<file path="config.mk">
export PLATFORM = sky130hd
export DESIGN_NAME = urr_mul_cell
export DESIGN_NICKNAME = d
export VERILOG_FILES = /design/src/hw/rtl/urr_pkg.sv /design/src/hw/rtl/urr_mul_cell.sv
export SDC_FILE = /design/constraint.sdc
export NUM_CORES = 2
export LEC_CHECK = 0
export BUFFER_PORTS_ARGS = -buffer_cell sky130_fd_sc_hd__buf_4
export CAP_MARGIN = 40
export CORE_MARGIN = 4
export CORE_UTILIZATION = 35
export DETAILED_ROUTE_END_ITERATION = 8
export SYNTH_ARGS = -nofsm -noshare
export SYNTH_HDL_FRONTEND = slang
export SYNTH_SLANG_ARGS = --single-unit
</file>
<file path="constraint.sdc">
create_clock -name clk -period 27.7 [get_ports clk]
set_input_delay 5.54 -clock clk [delete_from_list [all_inputs] [get_ports clk]]
set_output_delay 5.54 -clock clk [all_outputs]
set_load 0.02 [all_outputs]
</file>
<file path="src/hw/rtl/urr_pkg.sv">
package urr_pkg;

    localparam int FRACTION_BITS = 16;
    localparam int IN_W          = 16;
    localparam int OUT_W         = 16;
    localparam int CORDIC_STEPS  = 30;
    localparam int SQRT_STEPS    = 31;
    localparam int TW            = 34;
    localparam int ZW            = 34;
    localparam int RW            = 64;
    localparam int QW            = 31;
    localparam int PIPE_DEPTH    = SQRT_STEPS + 2;

    localparam logic signed [TW-1:0] CORDIC_X0 = TW'(64'sd652032874);

    typedef logic [IN_W-1:0]          frac_t;
    typedef logic signed [OUT_W-1:0]  comp_t;
    typedef logic signed [TW-1:0]     trig_t;
    typedef logic signed [ZW-1:0]     ang_t;

    typedef struct packed {
        logic [1:0] quad1;
        logic [1:0] quad2;
    } quad_t;

    function automatic logic [ZW-1:0] turn_atan(input int i);
        logic [ZW-1:0] r;
        case (i)
            0:  r = ZW'(536870912);
            1:  r = ZW'(316933406);
            2:  r = ZW'(167458907);
            3:  r = ZW'(85004756);
            4:  r = ZW'(42667331);
            5:  r = ZW'(21354465);
            6:  r = ZW'(10679838);
            7:  r = ZW'(5340245);
            8:  r = ZW'(2670163);
            9:  r = ZW'(1335087);
            10: r = ZW'(667544);
            11: r = ZW'(333772);
            12: r = ZW'(166886);
            13: r = ZW'(83443);
            14: r = ZW'(41722);
            15: r = ZW'(20861);
            16: r = ZW'(10430);
            17: r = ZW'(5215);
            18: r = ZW'(2608);
            19: r = ZW'(1304);
            20: r = ZW'(652);
            21: r = ZW'(326);
            22: r = ZW'(163);
            23: r = ZW'(81);
            24: r = ZW'(41);
            25: r = ZW'(20);
            26: r = ZW'(10);
            27: r = ZW'(5);
            28: r = ZW'(3);
            29: r = ZW'(1);
            default: r = '0;
        endcase
        return r;
    endfunction

    function automatic logic [31:0] to_q32(input frac_t raw);
        logic [63:0] v;
        v = {48'd0, raw};
        if (FRACTION_BITS < 32)
            v = v << (32 - FRACTION_BITS);
        else
            v = v >> (FRACTION_BITS - 32);
        return v[31:0];
    endfunction

endpackage

</file>
<file path="src/hw/rtl/urr_mul_cell.sv">
module urr_mul_cell (
    input  logic                   clk,
    input  logic                   en,
    input  logic [urr_pkg::QW-1:0] mag,
    input  urr_pkg::trig_t         trig,
    output urr_pkg::comp_t         comp
);
    import urr_pkg::*;

    logic signed [QW+TW:0] prod;
    logic signed [QW+TW:0] rnd;
    logic signed [QW+TW:0] shf;
    comp_t comp_next, comp_reg;

    // q.60 product, round half up to q1.15, saturate
    always_comb
    begin
        prod = $signed({1'b0, mag}) * trig;
        rnd  = prod + ((QW+TW+1)'(1) <<< 44);
        shf  = rnd >>> 45;
        if (shf > 32767)
            comp_next = comp_t'(32767);
        else if (shf < -32768)
            comp_next = comp_t'(-32768);
        else
            comp_next = shf[OUT_W-1:0];
    end

    always_ff @(posedge clk)
    begin
        if (en)
            comp_reg <= comp_next;
    end

    assign comp = comp_reg;
endmodule

</file>
==> flow_metrics.py <==
metrics = {
    "synthesis": {
        "muxShareOfSynthArea": 0,
        "synth_compound_area_frac": 0.0318,
        "synth_top_area_frac": 0.587,
        "syn_inst": 3925,
        "yosysWarnings": 0,
        "yosys.area_share.simple": 0.172,
        "async_flop_share": 0,
        "synth_xor_area_frac": 0.00805,
        "ys_types": 61,
        "syn_area_per_cell_sq_um": 9.71,
        "synth_top_cell_by_area": "fa_1",
        "synth_edf_count": 16,
        "synthFlopType": "edfxtp_1",
        "syn_area_sq_um": 38100,
        "synth_top_family_by_area": "adder cells",
        "synth_seq_cells": 16,
        "synth_nets": 5327,
        "synthAdderAreaFrac": 0.658,
        "ys_top_cells_by_area": "fa_1, and2_1, inv_1",
        "synth_seq_area_share": 0.0126,
    },
    "clock_tree": {
        "clk_pin_slew_worst_paths_ps": 50,
        "postCtsSetupBuffers": 0,
        "htree_levels": 1,
        "cts_buffers": 3,
        "postCtsResizedCells": 0,
        "cts_num_sinks": 16,
        "cts_hold_buf": 0,
        "cts_tree": "done",
        "cts_root_buf": "clkbuf_16",
        "cts_buffer_depth": 2,
    },
    "floorplanning": {
        "dieWidth_um": 338,
        "die-area_sq_um": 114000,
        "core-area_sq_um": 108000,
        "rows": 120,
        "start_util": 0.354,
        "io_pins": 83,
        "die_h_um": 338,
    },
    "place": {
        "place.gp.congestion": 0.970,
        "dp_hpwl_mm": 84.1,
        "port-buffer-count": 82,
    },
    "critical_path": {
        "path_common_cell": "fa_1",
        "worst-path-buf-inv": 4,
        "endpoint_kind": "flop",
        "crit_arrival_ps": 14880,
        "path_max_fanout": 31,
        "critPathTopFamily": "adder cells",
        "crit_path_start_kind": "primary input",
        "slowest_delay_ps": 820,
        "crit_type": "primary input to flop",
        "cp.required_ps": 27660,
        "critical-path-slowest-cell": "fa_1",
    },
    "timing": {
        "max_freq_ghz": 0.0670,
        "relSlewSlack": 0.463,
        "tightest_slew_ps": 794,
        "finalSetupViolCount": 0,
        "rsz0062_at_grt": "false",
        "drv_slew": 0,
        "final.setup.tns_ps": 0,
        "period_share": 0.539,
        "hold_viol": 0,
        "finalCriticalPeriod_ps": 14920,
    },
    "cells_and_area": {
        "layout_common_cells": "fa_1, inv_1, and2_1",
        "final_util": 0.370,
        "final_common_cell": "fa_1",
        "fill_cells": 10906,
        "nets": 5208,
        "largest_reg_flops": 16,
        "drive_above_1_share": 0.0294,
        "area.growth.synth_to_final_pct": 4.29,
        "diodes": 0,
    },
    "routing": {
        "wl_per_cell_um": 19.9,
        "drtIter0Drc": 1197,
        "drtAntennaViolNets": 0,
        "finalWirelength_mm": 103,
        "dr.pass1.iters": 5,
        "route.detailed.drc": 0,
        "via_per_inst": 4.87,
        "vias": 25365,
    },
    "grt": {
        "grt_pass1_wl_mm": 167,
        "grt.overflow.total": 0,
        "track_usage": 0.190,
        "grt_pass1_vias": 28311,
        "grt_max_degree": 35,
        "antenna_found_initial": 6,
    },
    "job": {
        "max_cap_viol_count": 0,
    },
    "run_status": {
        "status": "completed",
    },
    "worst_hold_path": {
        "hold_class": "primary input to flop",
    },
}
synthesized netlist by cell type, types with 7 or more instances:
library cell  instances
a21o_1               24
a21oi_1              58
and2_1              781
and3_1                7
clkbuf_1            198
edfxtp_1             16
fa_1               1117
ha_1                218
inv_1               964
nand2_1             312
nand3_1              19
nand4_1              15
nor2_1               22
nor3_1                7
o21ai_0              35
o21ai_2              10
xnor2_1              28
xor2_1                7
final timing paths:
check / cells past startpoint / slack, ps / endpoint / from
worst max-delay path: 25 / 12780 / comp[1] / trig[33]
worst min-delay path: 1 / 5670 / comp[15] / en
metal layers:
metal | GRT usage | wire, um | vias to the layer above
met4 | 0.0193 | 1140 | 6
met1 | 0.274 | 46700 | 13697
met5 | 0 | 28 | -
li1 | - | - | 10950
met2 | 0.318 | 49600 | 644
met3 | 0.0222 | 5980 | 68
layout make-up:
| cell class | count | area, sq um | area share |
|---|---|---|---|
| inverter | 964 | 3620 | 0.0911 |
| tap | 1403 | 1760 | 0.0442 |
| sequential | 16 | 480 | 0.0121 |
| clock buffer | 3 | 75.1 | 0.00189 |
| timing repair buffer | 86 | 639 | 0.0161 |
| multi-input combinational | 2735 | 33200 | 0.835 |
logic make-up after synthesis:
kind of cell	count (synthesis)
buffers and inverters	1174
DFF	16
adders and majority gates	1335
xor gates and xnor gates	35
AOI/OAI and AO/OA	185
and+or+nand+nor	1180
metrics by stage:
| stage | setup WS, ps | area (sq um) | cells | hold WS [ps] |
|---|---|---|---|---|
| floorplan | 13930 | 38100 | 3925 | 5650 |
| global placement | 12340 | 39700 | 5202 | 5920 |
| detailed placement | 12370 | 39700 | 5204 | 5920 |
| CTS | 12570 | 39700 | 5207 | 5670 |
| global route | 12100 | 39700 | 5207 | 5670 |
| finish | 12780 | 39700 | 5207 | 5670 |
Power is not shown: default switching activity piles up to over one toggle a cycle in this logic, so the estimate is an artifact.
