$ cat src/hw/rtl/urr_pkg.sv
package urr_pkg;

    localparam int FRACTION_BITS = 16;
    localparam int IN_W          = 16;
    localparam int OUT_W         = 16;
    localparam int CORDIC_STEPS  = 30;
    localparam int SQRT_STEPS    = 31;
    localparam int TW            = 34;
    localparam int ZW            = 34;
    localparam int RW            = 64;
    localparam int QW            = 31;
    localparam int PIPE_DEPTH    = SQRT_STEPS + 2;

    localparam logic signed [TW-1:0] CORDIC_X0 = TW'(64'sd652032874);

    typedef logic [IN_W-1:0]          frac_t;
    typedef logic signed [OUT_W-1:0]  comp_t;
    typedef logic signed [TW-1:0]     trig_t;
    typedef logic signed [ZW-1:0]     ang_t;

    typedef struct packed {
        logic [1:0] quad1;
        logic [1:0] quad2;
    } quad_t;

    function automatic logic [ZW-1:0] turn_atan(input int i);
        logic [ZW-1:0] r;
        case (i)
            0:  r = ZW'(536870912);
            1:  r = ZW'(316933406);
            2:  r = ZW'(167458907);
            3:  r = ZW'(85004756);
            4:  r = ZW'(42667331);
            5:  r = ZW'(21354465);
            6:  r = ZW'(10679838);
            7:  r = ZW'(5340245);
            8:  r = ZW'(2670163);
            9:  r = ZW'(1335087);
            10: r = ZW'(667544);
            11: r = ZW'(333772);
            12: r = ZW'(166886);
            13: r = ZW'(83443);
            14: r = ZW'(41722);
            15: r = ZW'(20861);
            16: r = ZW'(10430);
            17: r = ZW'(5215);
            18: r = ZW'(2608);
            19: r = ZW'(1304);
            20: r = ZW'(652);
            21: r = ZW'(326);
            22: r = ZW'(163);
            23: r = ZW'(81);
            24: r = ZW'(41);
            25: r = ZW'(20);
            26: r = ZW'(10);
            27: r = ZW'(5);
            28: r = ZW'(3);
            29: r = ZW'(1);
            default: r = '0;
        endcase
        return r;
    endfunction

    function automatic logic [31:0] to_q32(input frac_t raw);
        logic [63:0] v;
        v = {48'd0, raw};
        if (FRACTION_BITS < 32)
            v = v << (32 - FRACTION_BITS);
        else
            v = v >> (FRACTION_BITS - 32);
        return v[31:0];
    endfunction

endpackage

$ cat src/hw/rtl/urr_sqrt_cell.sv
module urr_sqrt_cell (
    input  logic                  clk,
    input  logic                  en,
    input  logic [4:0]            idx,
    input  logic [urr_pkg::RW-1:0] n_in,
    input  logic [urr_pkg::RW-1:0] r_in,
    output logic [urr_pkg::RW-1:0] n_out,
    output logic [urr_pkg::RW-1:0] r_out
);
    import urr_pkg::*;

    logic [RW-1:0] bit_val;
    logic [RW-1:0] trial;
    logic [RW-1:0] n_next;
    logic [RW-1:0] r_next;
    logic [RW-1:0] n_reg;
    logic [RW-1:0] r_reg;

    // one restoring step; bit = 4^idx
    always_comb
    begin
        bit_val = RW'(1) << {idx, 1'b0};
        trial   = r_in + bit_val;
        if (n_in >= trial)
        begin
            n_next = n_in - trial;
            r_next = (r_in >> 1) + bit_val;
        end
        else
        begin
            n_next = n_in;
            r_next = r_in >> 1;
        end
    end

    always_ff @(posedge clk)
    begin
        if (en)
        begin
            n_reg <= n_next;
            r_reg <= r_next;
        end
    end

    assign n_out = n_reg;
    assign r_out = r_reg;
endmodule

$ cat config.mk
export PLATFORM = sky130hd
export DESIGN_NAME = urr_sqrt_cell
export DESIGN_NICKNAME = d
export VERILOG_FILES = /design/src/hw/rtl/urr_pkg.sv /design/src/hw/rtl/urr_sqrt_cell.sv
export SDC_FILE = /design/constraint.sdc
export NUM_CORES = 1
export LEC_CHECK = 0
export ABC_CLOCK_PERIOD_IN_PS = 9200
export BUFFER_PORTS_ARGS = -buffer_cell sky130_fd_sc_hd__buf_4
export CAP_MARGIN = 20
export CORE_UTILIZATION = 45
export CTS_CLUSTER_DIAMETER = 100
export CTS_CLUSTER_SIZE = 16
export DETAILED_ROUTE_END_ITERATION = 8
export GPL_TIMING_DRIVEN = 0
export PLACE_DENSITY_LB_ADDON = 0.1
export SLEW_MARGIN = 20
export SYNTH_ARGS = -nofsm -noshare
export SYNTH_HDL_FRONTEND = slang
export SYNTH_SLANG_ARGS = --single-unit
$ cat constraint.sdc
create_clock -name clk -period 9.2 [get_ports clk]
set_input_delay 0.46 -clock clk [delete_from_list [all_inputs] [get_ports clk]]
set_output_delay 0.46 -clock clk [all_outputs]
set_load 0.01 [all_outputs]
==> metrics.md <==
| Metric | Value |
|---|---|
| Actual slew at the worst max-slew pin | 973 ps |
| Fin nets | about 2300 |
| Commonest cells after routing, fill and taps aside | nand2_1 (264), buf_4 (257), o21ai_0 (163), nor2_1 (130), a21oi_1 (130) |
| Synth Area in Simple Gates | 0.202 |
| Antenna cells | 0 |
| Drt wl/cell | 20.2 um |
| Asr flop ratio synth | 0 |
| Critical path required time | around 9400 ps |
| Mux share of post-synthesis cell area | 0.00160 |
| Setup TNS | 0 ps |
| Main combinational cell family by area after synthesis | compound AO/OA/AOI/OAI gates |
| Area growth, synth to finish | 21.9% |
| CP Class | input pin to flop |
| Met2 GRT Util | 0.449 |
| Drt pass-1 iters | 6 |
| Setup Viol. Count Final | 0 |
| Share of post-route cells with drive strength above 1 | 0.176 |
| RSZ-0062 raised after global routing | no |
| Grt met3 use | 0.0388 |
| Hold Crit Start | n_in[6] |
| Relative slew slack | 0.343 |
| Inserted Clock Buffers | 17 |
| Startpoint types | input pin |
| Post-synthesis sequential area ratio | 0.274 |
| Clock root buffer | clkbuf_16 |
| Placer congestion estimate | 0.971 |
| Initial core utilization | 0.458 |
| Via count | between 10000 and 15000 |
| Hold EP | n_out[6] |
| Routed wire length | around 50000 um |
| H-tree level count | 4 |
| FILL cells | just under 3000 |
| Resize count post-CTS | 0 |
| Status | completed |
| Core area | slightly above 30000 um2 |
| Hold WC Path Type | input pin to flop |
| Final core occ | 0.558 |
| Hold path depth | 3 |
| Busiest layer in global routing | met1 |
| Xor/xnor share of the synthesized area | 0.115 |
| Vias in the first global route | around 13000 |
| Post-route cell area | about 17000 um2 |
| CTS Sinks | between 100 and 150 |
| TritonCTS clock tree | yes |
| Max-Cap Viols | 0 |
| Placed cell area | 16500 um2 |
| Die width | about 180 um |
| Die area | roughly 32000 um2 |
| Hold Vio Cnt, Final | 0 |
| Global-route wire length before repair | approximately 74000 um |
| Final setup margin | about 1200 ps |
| Final Slew Violations | 0 |
| Tcrit/Tclk final | 0.873 |
| Post-route ant nets | 0 |
| Top_reg_cell synth | edfxtp_1 |
| Synth Area per Inst | between 8 and 9 um2 |
| Vias per cell | 5.91 |
| PortBufs | about 260 |
| Register bit total from synthesis | 128 |
| Most common cell after layout, fill and taps aside | nand2_1 |
| # IOs | ~260 |
| Initial antenna violation count | 0 |
| Maximum vdd drop | 0.126 mV |
| Remaining Overflow, GRT | 0 |
| Worst setup EP type | flop |
| Critical path arrival | between 8000 and 9000 ps |
| Clock transition at path regs | ~60 ps |
| Number of distinct library cells after synthesis | 90 |
| PD cells | 139 nW/um2 |
| Tmin final | ~8000 ps |
| Compound-Gate Fraction of Synth Area | 0.258 |
| Number of synthesized flops with an enable pin | ~130 |
| Met1 global-route usage | 0.465 |
| Post-Syn Area | approximately 14000 um2 |
| Total GRT Usage | 0.306 |
| Die height | roughly 180 um |
| 1st-iter DRT viols | 1377 |
| Hold buffer count at cts | 0 |
| Leakage dissipation | 0.00691 uW |
| Synth Area in Adders | 0.116 |
| Clock Path Buffers | 2 |
| Ys Warns | 0 |
| Post-route DRC | 0 |
| Largest net degree at the start of global routing | 67 |
| Synth Instances | 1734 |
| Row cnt | 64 |
| Postcts setup bufs | 0 |
| Fmax | around 0.12 GHz |
| Post-Syn Nets | approximately 2000 |
| Crit-path max FO | 10 |
| Post-DP HPWL | around 40000 um |
| DP Worst Slack | roughly 950 ps |
metrics by stage:
stage,instances,hold WS (ps),power [uW]
5_1_grt,2420,298,2510
3_3_place_gp,2387,753,1650
2_1_floorplan,1734,572,1280
6_report,2420,292,2380
4_1_cts,2420,281,2390
3_5_place_dp,2388,756,1650
area by class of cell:
cell class / instances / area, um2 / area share
clock inverter: 15 / 194 / 0.0113
inverter: 30 / 113 / 0.00658
timing repair buffer: 258 / 1960 / 0.114
clock buffer: 17 / 425 / 0.0248
buffer: 84 / 357 / 0.0208
tap: 396 / 495 / 0.0289
multi-input combinational: 1492 / 9740 / 0.569
sequential: 128 / 3840 / 0.224
state kept, by name (all words and copies together), names as in the netlist:
name / cells
r_out: 64
n_out: 64
power breakdown:
| group | leakage [uW] | internal, uW | switching, uW | total (uW) |
|---|---|---|---|---|
| registers | 0.00125 | 744 | 21.3 | 765 |
| clock network | 0.000300 | 450 | 279 | 729 |
| logic | 0.00536 | 351 | 539 | 890 |
| total | 0.00691 | 1550 | 839 | 2380 |
critical path: stages:
cell and delay, ps:
buf_4 130, nand2b_1 200, clkbuf_1 440, nor2_1 130
ha_1 380, nand4_1 100, o31ai_1 770, a31oi_1 350
o31ai_1 690, a21o_1 260, a21oi_1 150, o21bai_1 330
xnor2_1 170, ha_1 250, clkbuf_1 260, a21oi_1 290
o21a_1 230, o211ai_1 110, a21oi_1 190, o211a_1 230
a2111oi_2 100, o22ai_2 560, buf_2 410, buf_2 380
buf_2 440, nand2_1 120, o41ai_2 90
cells in the mapped netlist, drive strengths merged, types with 5 or more instances:
cell     count  area share
o2111ai      5      0.0031
xor2        99       0.062
o31ai       16      0.0089
and2        18      0.0080
and3        13      0.0058
or4          5      0.0027
o21a        16      0.0086
inv         30      0.0080
or2          7      0.0031
xnor2       86       0.054
a41oi        6      0.0043
o21ai      173       0.062
clkbuf      63       0.017
a21boi      12      0.0067
a31o        18       0.011
a211oi       9      0.0052
a21o        31       0.017
a211o        6      0.0038
nand4       49       0.022
nand2      264       0.071
nand3b       7      0.0037
and4         5      0.0031
nor4        11      0.0049
buf         21      0.0086
nor3        23      0.0086
or3          6      0.0030
a31oi       55       0.026
nand2b      12      0.0053
ha         126        0.11
a21oi      131       0.047
nor2       131       0.036
nor2b       23       0.010
nand3       25      0.0089
o211ai      14      0.0078
edfxtp     128        0.27
o21bai      32       0.018
routing by layer:
metal,share of wire,up-vias,wire length [um]
met5,0,-,0
met4,0.018,0,896
met3,0.075,57,3670
met2,0.42,612,20400
met1,0.49,6661,24000
li1,-,6979,-
worst max-delay path by stage:
stage	depth (start not counted)	to	from	slack, ps
after floorplan	26	n_out[44]	idx[1]	2930
after global placement	27	n_out[42]	idx[4]	450
after detailed placement	27	n_out[42]	idx[4]	950
after CTS	27	n_out[42]	idx[4]	1390
after global routing	27	n_out[60]	idx[4]	760
final	27	n_out[42]	idx[4]	1160
kinds of logic after synthesis:
kind of cell / count (synthesis)
compound gates: 565
mux: 2
fa+ha+maj: 130
xor+xnor: 185
flops: 128
buf+inv: 114
simple gates: 610
Power figures use the tool's default switching activity.
