File: src/hw/rtl/urr_pkg.sv
package urr_pkg;

    localparam int FRACTION_BITS = 16;
    localparam int IN_W          = 16;
    localparam int OUT_W         = 16;
    localparam int CORDIC_STEPS  = 30;
    localparam int SQRT_STEPS    = 31;
    localparam int TW            = 34;
    localparam int ZW            = 34;
    localparam int RW            = 64;
    localparam int QW            = 31;
    localparam int PIPE_DEPTH    = SQRT_STEPS + 2;

    localparam logic signed [TW-1:0] CORDIC_X0 = TW'(64'sd652032874);

    typedef logic [IN_W-1:0]          frac_t;
    typedef logic signed [OUT_W-1:0]  comp_t;
    typedef logic signed [TW-1:0]     trig_t;
    typedef logic signed [ZW-1:0]     ang_t;

    typedef struct packed {
        logic [1:0] quad1;
        logic [1:0] quad2;
    } quad_t;

    function automatic logic [ZW-1:0] turn_atan(input int i);
        logic [ZW-1:0] r;
        case (i)
            0:  r = ZW'(536870912);
            1:  r = ZW'(316933406);
            2:  r = ZW'(167458907);
            3:  r = ZW'(85004756);
            4:  r = ZW'(42667331);
            5:  r = ZW'(21354465);
            6:  r = ZW'(10679838);
            7:  r = ZW'(5340245);
            8:  r = ZW'(2670163);
            9:  r = ZW'(1335087);
            10: r = ZW'(667544);
            11: r = ZW'(333772);
            12: r = ZW'(166886);
            13: r = ZW'(83443);
            14: r = ZW'(41722);
            15: r = ZW'(20861);
            16: r = ZW'(10430);
            17: r = ZW'(5215);
            18: r = ZW'(2608);
            19: r = ZW'(1304);
            20: r = ZW'(652);
            21: r = ZW'(326);
            22: r = ZW'(163);
            23: r = ZW'(81);
            24: r = ZW'(41);
            25: r = ZW'(20);
            26: r = ZW'(10);
            27: r = ZW'(5);
            28: r = ZW'(3);
            29: r = ZW'(1);
            default: r = '0;
        endcase
        return r;
    endfunction

    function automatic logic [31:0] to_q32(input frac_t raw);
        logic [63:0] v;
        v = {48'd0, raw};
        if (FRACTION_BITS < 32)
            v = v << (32 - FRACTION_BITS);
        else
            v = v >> (FRACTION_BITS - 32);
        return v[31:0];
    endfunction

endpackage

File: src/hw/rtl/urr_cordic_cell.sv
module urr_cordic_cell (
    input  logic           clk,
    input  logic           en,
    input  logic [4:0]     idx,
    input  urr_pkg::trig_t x_in,
    input  urr_pkg::trig_t y_in,
    input  urr_pkg::ang_t  z_in,
    output urr_pkg::trig_t x_out,
    output urr_pkg::trig_t y_out,
    output urr_pkg::ang_t  z_out
);
    import urr_pkg::*;

    trig_t x_next, y_next, x_reg, y_reg;
    ang_t  z_next, z_reg;
    trig_t dx, dy;
    ang_t  at;

    always_comb
    begin
        dx = y_in >>> idx;
        dy = x_in >>> idx;
        at = ang_t'(turn_atan(int'(idx)));
        if (!z_in[ZW-1])
        begin
            x_next = x_in - dx;
            y_next = y_in + dy;
            z_next = z_in - at;
        end
        else
        begin
            x_next = x_in + dx;
            y_next = y_in - dy;
            z_next = z_in + at;
        end
    end

    always_ff @(posedge clk)
    begin
        if (en)
        begin
            x_reg <= x_next;
            y_reg <= y_next;
            z_reg <= z_next;
        end
    end

    assign x_out = x_reg;
    assign y_out = y_reg;
    assign z_out = z_reg;
endmodule

File: config.mk
export PLATFORM = sky130hd
export DESIGN_NAME = urr_cordic_cell
export DESIGN_NICKNAME = d
export VERILOG_FILES = /design/src/hw/rtl/urr_pkg.sv /design/src/hw/rtl/urr_cordic_cell.sv
export SDC_FILE = /design/constraint.sdc
export NUM_CORES = 1
export LEC_CHECK = 0
export ABC_AREA = 1
export BUFFER_PORTS_ARGS = -buffer_cell sky130_fd_sc_hd__buf_4
export CELL_PAD_IN_SITES_DETAIL_PLACEMENT = 1
export CELL_PAD_IN_SITES_GLOBAL_PLACEMENT = 2
export CORE_MARGIN = 4
export CORE_UTILIZATION = 32
export DETAILED_ROUTE_END_ITERATION = 16
export PLACE_DENSITY = 0.89
export SKIP_CTS_REPAIR_TIMING = 1
export SLEW_MARGIN = 20
export SYNTH_ARGS = -nofsm -noshare
export SYNTH_HDL_FRONTEND = slang
export SYNTH_SLANG_ARGS = --single-unit
File: constraint.sdc
create_clock -name clk -period 6.3 [get_ports clk]
set_input_delay 1.26 -clock clk [delete_from_list [all_inputs] [get_ports clk]]
set_output_delay 1.26 -clock clk [all_outputs]
set_load 0.005 [all_outputs]
==> results.py, run 1 <==
metrics = {
    "yosys": {
        "yosysMostFrequentCell": "nand2_1",
        "synth_flop_cell": "edfxtp_1",
        "syn_inst": 2492,
        "ys_warn_count": 0,
        "netlist.area_leader.share": 0.201,
        "synth.top_cells.by_area": "nand2_1 20%, edfxtp_1 20%, nand3_1 12%",
        "async_reset_ff_frac": 0,
        "syn_area_per_cell_um2": 6.19,
        "ys_types": 52,
        "yosysSeqAreaShare": 0.199,
        "syn_nets": 2714,
        "synthesis.area_mm2": 0.0154,
        "synth-edff-count": 102,
        "synth_top_cell_by_area": "nand2_1",
        "ys_ff_latch": 102,
        "ys_top_cells_by_count": "825 x nand2_1, 380 x nand3_1, 234 x inv_1",
    },
    "route": {
        "wirelength_um": 62600,
        "drtPass1Iterations": 5,
        "wl_per_cell_um": 19.1,
        "ant_nets": 0,
        "avgViaCountPerCell": 5.22,
        "drt_iter0_drc": 980,
        "drc": 0,
        "vias": 17147,
    },
    "clocking": {
        "cts-root-buf": "clkbuf_16",
        "cts_sinks": 102,
        "clk_pin_slew_ns": 0.07,
        "cts_made_buffers": 9,
        "cts_buffer_depth": 2,
        "htreeDepth": 3,
        "cts_tree": "done",
    },
    "die": {
        "initial_utilization": 0.324,
        "io_pins": 211,
        "die_h_um": 227,
        "coreArea_mm2": 0.0476,
        "die_area_mm2": 0.0518,
        "rows": 80,
        "die_x_um": 227,
    },
    "grt": {
        "grt.met3_usage": 0.0237,
        "grt_overflow": 0,
        "use_met2": 0.404,
        "top_usage_layer": "met2",
        "grt_pass1_vias": 17932,
        "antenna_found_initial": 1,
        "grt_max_degree": 75,
        "grt_pass1_wl_um": 96900,
        "grtUsageTotal": 0.238,
        "use_met1": 0.322,
    },
    "critical_path": {
        "critPathCaptureType": "flop",
        "startpoint_type": "input pin",
        "cp_max_fo": 29,
        "worstPathRequired_ns": 6.45,
        "worst_ep_arrival_time_ns": 5.92,
        "crit_type": "in2reg",
    },
    "power_and_ir_drop": {
        "power_frac_seq": 0.278,
        "clockPowerShare": 0.143,
        "p_per_area_mw_per_mm2": 217,
        "netSwitchingFraction": 0.441,
        "combPwrFrac": 0.579,
        "intPower_uw": 2160,
        "p_sw_uw": 1710,
        "p_leak_uw": 0.00893,
        "irDropWorstVdd_mv": 0.111,
    },
    "timing": {
        "finalSetupViolations": 0,
        "relSlewSlack": 0.472,
        "setup-tns-final_ns": 0,
        "slew_viol_final": 0,
        "post-route-period-util": 0.916,
        "max_slew.worst_pin.slew_ns": 0.792,
        "fin_crit_ns": 5.77,
        "fin_ws_ns": 0.531,
        "rsz0062_at_grt": "no",
        "hold_violations": 0,
        "max_freq_mhz": 173,
    },
    "layout": {
        "final_cells": 3282,
        "final_layout_size_suffix_gt1_frac": 0.120,
        "area_growth_pct": 15.7,
        "nets": 2883,
    },
    "place": {
        "post-dp-hpwl_um": 52600,
        "place.gp.congestion": 0.949,
        "place.port_buffers": 210,
        "post-place-cells": 3265,
        "place_ws_ns": 0.110,
    },
    "worst_hold_path": {
        "min_path_type": "in2reg",
        "worstHoldPathCells": 2,
    },
    "run_status": {
        "status": "completed",
    },
    "run": {
        "cap_violations": 0,
    },
}
## critical path, stage by stage
cell      delay (ns)
buf_4           0.31
buf_6           0.30
buf_4           0.31
o21ai_0         0.25
nand2_1         0.12
nand2_1         0.06
inv_1           0.05
nand2_1         0.06
inv_1           0.10
ha_1            0.18
inv_1           0.07
nor2_1          0.11
nand2_1         0.07
nor2_2          0.18
nand3_1         0.19
nand2_1         0.12
xor2_1          0.15
ha_1            0.31
a21oi_1         0.25
o21ai_0         0.16
a21oi_1         0.29
nor2_1          0.07
a211oi_1        0.28
nand2_1         0.08
a31oi_1         0.32
inv_1           0.09
nand3_1         0.09
nand2_1         0.05
## routing by layer
| metal | share of wire | wire, um |
|---|---|---|
| met1 | 0.47 | 29700 |
| met2 | 0.47 | 29200 |
| met3 | 0.035 | 2190 |
| met4 | 0.024 | 1480 |
| met5 | 0 | 0 |
## cells in the final DEF (no fill, tap or decap), types with 21 or more instances in the layout
master	instances
ha_1	110
edfxtp_1	102
buf_4	237
xor2_1	119
nand3_1	380
inv_1	234
nor2_2	21
o21ai_0	77
a21oi_1	128
xnor2_1	52
nand2_1	825
nor2_1	197
## cell families after synthesis
kind of cell / synth area share
xor+xnor: 0.0972
compound gates: 0.109
fa+ha+maj: 0.0932
flops: 0.199
simple gates: 0.409
buf+inv: 0.0924
## final cells by class
class	instances	area, um2
inverters	243	920
fillers	6300	29800
clock inverters	6	36.3
flip-flops and latches	102	3060
well taps	615	769
clock buffers	10	229
multi-input cells	2062	10900
diodes	1	2.50
repair buffers	243	1890
## registers in the layout (all words and copies together) (netlist names)
signal,flops
x_out,34
y_out,34
z_out,34
## final timing paths
check | start | endpoint | slack (ns)
worst max-delay path | idx[2] | y_out[33] | 0.53
worst min-delay path | x_in[0] | x_out[0] | 1.17
## through the flow
step	cell area, um2	utilization	power, uW	hold WS (ns)
after CTS	17800	0.374	3910	1.15
after global routing	17800	0.374	4200	1.17
after detailed placement	17600	0.369	3330	1.58
final	17800	0.374	3870	1.17
after global placement	17600	0.369	3290	1.58
after floorplan	15400	-	2470	1.37
## power by group through the flow
stage | sequential (uW) | clock, uW | combinational [uW]
after floorplan | 1110 | 0 | 1360
after global placement | 1090 | 0 | 2200
after detailed placement | 1090 | 0 | 2230
after CTS | 1080 | 579 | 2250
after global routing | 1100 | 601 | 2500
final | 1080 | 552 | 2240
Power figures use the tool's default switching activity.
==> inputs of run 2 (changes only) <==
Settings changed: ABC_CLOCK_PERIOD_IN_PS from default to 6300, CTS_BUF_LIST from default to sky130_fd_sc_hd__clkbuf_4.
==> run 2 against run 1 <==
Compared with the run above: sequential cell count stayed put; worst hold slack worse by 0.23 ns; sequential power hardly changed; worst setup slack better by 0.19 ns; power is 5.5% lower; core utilization is 0.33 points lower; die area stayed put; highest routed layer unchanged; via count hardly changed.
==> results.py, run 2 (synthesis results as in run 1) <==
metrics = {
    "run_status": {
        "status": "completed",
    },
    "die": {
        "io_pins": 211,
        "die_x_um": 227,
        "die_area_mm2": 0.0518,
        "coreArea_mm2": 0.0476,
        "initial_utilization": 0.324,
        "rows": 80,
        "die_h_um": 227,
    },
    "route": {
        "drc": 0,
        "avgViaCountPerCell": 5.22,
        "drtPass1Iterations": 5,
        "wirelength_um": 62500,
        "ant_nets": 0,
        "wl_per_cell_um": 19.0,
        "drt_iter0_drc": 1029,
        "vias": 17137,
    },
    "critical_path": {
        "slowest_stage": "buf_4",
        "crit_type": "in2reg",
        "worst_ep_arrival_time_ns": 5.96,
        "critPathMaxStageDelay_ns": 0.39,
        "startpoint_type": "input pin",
        "critPathCaptureType": "flop",
        "critPathMostFrequentCell": "nand2_1",
        "worstPathRequired_ns": 6.68,
        "cp_max_fo": 29,
    },
    "timing": {
        "relSlewSlack": 0.472,
        "hold_violations": 0,
        "max_slew.worst_pin.slew_ns": 0.792,
        "max_freq_mhz": 179,
        "fin_crit_ns": 5.58,
        "rsz0062_at_grt": "no",
        "slew_viol_final": 0,
        "hold_ws_ns": 0.947,
        "setup-tns-final_ns": 0,
        "finalSetupViolations": 0,
        "post-route-period-util": 0.886,
    },
    "power_and_ir_drop": {
        "p_leak_uw": 0.00886,
        "p_sw_uw": 1680,
        "irDropWorstVdd_mv": 0.108,
        "combPwrFrac": 0.613,
        "intPower_uw": 1980,
        "p_per_area_mw_per_mm2": 207,
        "power_frac_seq": 0.293,
        "netSwitchingFraction": 0.459,
        "clockPowerShare": 0.094,
        "power_uw": 3660,
    },
    "layout": {
        "area_growth_pct": 14.7,
        "final_common_cell": "nand2_1",
        "final_cells": 3283,
        "layout_common_cells": "825 x nand2_1, 380 x nand3_1, 238 x buf_4",
        "final_area_mm2": 0.0177,
        "final_layout_size_suffix_gt1_frac": 0.120,
        "nets": 2883,
    },
    "grt": {
        "antenna_found_initial": 2,
        "grtUsageTotal": 0.238,
        "grt_overflow": 0,
        "grt_pass1_wl_um": 96700,
        "grt_max_degree": 75,
        "grt_pass1_vias": 17880,
    },
    "place": {
        "place.port_buffers": 210,
        "place.gp.congestion": 0.949,
        "post-place-cells": 3265,
        "placed_cell_area_mm2": 0.0176,
        "post-dp-hpwl_um": 52600,
    },
    "clocking": {
        "cts_buffer_depth": 2,
        "cts_sinks": 102,
        "cts_tree": "done",
        "clk_pin_slew_ns": 0.16,
        "cts-root-buf": "clkbuf_4",
        "htreeDepth": 3,
        "cts_made_buffers": 9,
    },
    "run": {
        "cap_violations": 0,
    },
    "worst_hold_path": {
        "min_path_type": "in2reg",
    },
}
## run 2: changes by cell type in the layout (fill, tap and decap cells not counted)
cell,change
clkbuf_16,-9
diode_2,+1
clkbuf_4,+10
clkbuf_1,-1
buf_6,-1
buf_4,+1
## run 2: per-layer routing
metal	GRT usage	wire length, um	vias to the layer above
met1	0.323	29300	8191
li1	-	-	8550
met3	0.0237	2620	61
met4	0.0699	1500	0
met2	0.402	29100	335
met5	0	0	-
## run 2: metrics by stage
step | util | setup WS, ns
floorplan | - | 1.20
detailed placement | 0.369 | 0.110
global route | 0.371 | 0.279
CTS | 0.371 | 0.821
finish | 0.371 | 0.721
global placement | 0.369 | 0.193
## run 2: final cells by class
type | instances | area [um2]
fill | 6306 | 30000
multi-input combinational | 2062 | 10900
sequential | 102 | 3060
timing repair buffer | 243 | 1890
inverter | 243 | 920
tap | 615 | 769
clock buffer | 10 | 75.1
clock inverter | 6 | 36.3
antenna | 2 | 5.00
## run 2: critical path, delay by kind of cell
kind | cells | cell delay (ns)
xor+xnor | 1 | 0.15
fa+ha+maj | 2 | 0.48
simple gates | 12 | 1.17
compound gates | 6 | 1.54
buf+inv | 7 | 1.33
## run 2: power by group through the flow
stage          clock network, uW  registers, uW  logic, uW
2_1_floorplan                  0           1110       1360
3_3_place_gp                   0           1090       2200
3_5_place_dp                   0           1090       2230
4_1_cts                      370           1080       2250
5_1_grt                      393           1090       2500
6_report                     344           1070       2240
## run 2: path summary, 6_finish.rpt
| check | startpoint | endpoint | slack, ns | cells after the start |
|---|---|---|---|---|
| worst min-delay path | x_in[0] | x_out[0] | 0.95 | 2 |
| worst max-delay path | idx[2] | y_out[33] | 0.72 | 28 |
==> inputs of run 3 (changes only) <==
Settings changed: PLACE_DENSITY 0.89 to default, PLACE_DENSITY_LB_ADDON from default to 0.1.
==> run 3 against run 2 <==
Compared with the run above: cell count about the same; non-clock buffer count down 1; sequential share of layout area hardly changed; routed wire length increased by 3.0%; largest cell class unchanged.
==> results.py, run 3 (synthesis results as in run 1) <==
metrics = {
    "layout": {
        "layout_common_cells": "825 x nand2_1, 380 x nand3_1, 238 x buf_4",
        "nets": 2882,
        "final_layout_size_suffix_gt1_frac": 0.120,
        "multi_input_area_mm2": 0.0109,
        "final_cells": 3285,
        "final_common_cell": "nand2_1",
        "area_growth_pct": 14.8,
        "fin_util": 0.372,
        "final-seq-area_mm2": 0.00306,
        "fillCellCount": 6384,
    },
    "timing": {
        "slew_viol_final": 0,
        "finalSetupViolations": 0,
        "fin_crit_ns": 5.76,
        "post-route-period-util": 0.914,
        "relSlewSlack": 0.413,
        "max_freq_mhz": 174,
        "fin_ws_ns": 0.545,
        "setup-tns-final_ns": 0,
        "hold_violations": 0,
        "max_slew.worst_pin.slew_ns": 0.874,
        "rsz0062_at_grt": "no",
    },
    "place": {
        "place_ws_ns": -0.137,
        "post-place-cells": 3264,
        "place.port_buffers": 210,
        "place.gp.congestion": 0.935,
        "post-dp-hpwl_um": 54600,
    },
    "critical_path": {
        "worstPathRequired_ns": 6.70,
        "crit_buf_inv": 5,
        "critPathMostFrequentCell": "nand3_1",
        "startpoint_type": "input pin",
        "critPathMaxStageDelay_ns": 0.44,
        "critPathTopFamily": "compound AO/OA/AOI/OAI gates",
        "slowest_stage": "a31oi_1",
        "worst_ep_arrival_time_ns": 6.15,
        "crit_type": "in2reg",
        "critPathCaptureType": "flop",
        "cp_max_fo": 35,
    },
    "route": {
        "drtPass1Iterations": 5,
        "wl_per_cell_um": 19.6,
        "avgViaCountPerCell": 5.19,
        "ant_nets": 0,
        "drt_iter0_drc": 973,
        "wirelength_um": 64300,
        "vias": 17060,
        "drc": 0,
    },
    "die": {
        "coreArea_mm2": 0.0476,
        "io_pins": 211,
        "die_h_um": 227,
        "die_area_mm2": 0.0518,
        "die_x_um": 227,
        "rows": 80,
        "initial_utilization": 0.324,
    },
    "power_and_ir_drop": {
        "p_per_area_mw_per_mm2": 211,
        "power_uw": 3730,
        "irDropWorstVdd_mv": 0.123,
        "p_leak_uw": 0.00887,
    },
    "clocking": {
        "cts_tree": "done",
        "cts_sinks": 102,
        "cts_buffer_depth": 2,
        "cts-root-buf": "clkbuf_4",
        "cts_made_buffers": 9,
        "clk_pin_slew_ns": 0.20,
        "htreeDepth": 3,
    },
    "grt": {
        "grt_pass1_wl_um": 99000,
        "antenna_found_initial": 2,
        "grtUsageTotal": 0.245,
        "grt_pass1_vias": 17590,
        "grt_max_degree": 75,
        "grt_overflow": 0,
    },
    "worst_hold_path": {
        "min_path_type": "in2reg",
    },
    "run": {
        "cap_violations": 0,
    },
    "run_status": {
        "status": "completed",
    },
}
[run 3: changes by cell type in the layout (fill, tap and decap cells not counted), sizes merged]
cell | before | now
diode | 2 | 5
buf | 243 | 242
inv | 245 | 246
bufinv | 0 | 1
clkinv | 4 | 3
clkbuf | 10 | 9
[run 3: path summary, 6_finish.rpt]
check / slack, ns / start / to / depth (start not counted)
min: 0.97 / x_in[0] / x_out[0] / 2
max: 0.54 / idx[1] / x_out[33] / 27
[run 3: layout make-up]
| cell class | count | area share |
|---|---|---|
| multi-input combinational | 2062 | 0.618 |
| sequential | 102 | 0.173 |
| timing repair buffer | 242 | 0.105 |
| inverter | 243 | 0.0520 |
| tap | 615 | 0.0435 |
| clock inverter | 7 | 0.00403 |
| clock buffer | 9 | 0.00382 |
| antenna | 5 | 0.000707 |
[run 3: stage by stage]
step           area, um2  hold WS [ns]
4_1_cts            17700         0.915
6_report           17700         0.971
2_1_floorplan      15400          1.37
5_1_grt            17700         0.916
3_5_place_dp       17600          1.61
3_3_place_gp       17600          1.62
[run 3: where the power goes]
part	total [uW]	leakage [uW]	switching, uW	internal, uW
clock	395	0.0000809	273	122
combinational	2260	0.00779	1380	875
sequential	1070	0.000998	54.2	1020
total	3730	0.00887	1710	2020
[run 3: per-layer routing]
metal	share of wire	vias up	global-route usage	wire length (um)
li1	-	8566	-	-
met1	0.48	8170	0.341	31000
met2	0.47	273	0.413	30400
met3	0.029	51	0.0279	1870
met4	0.016	0	0.0472	1020
met5	0	-	0	0
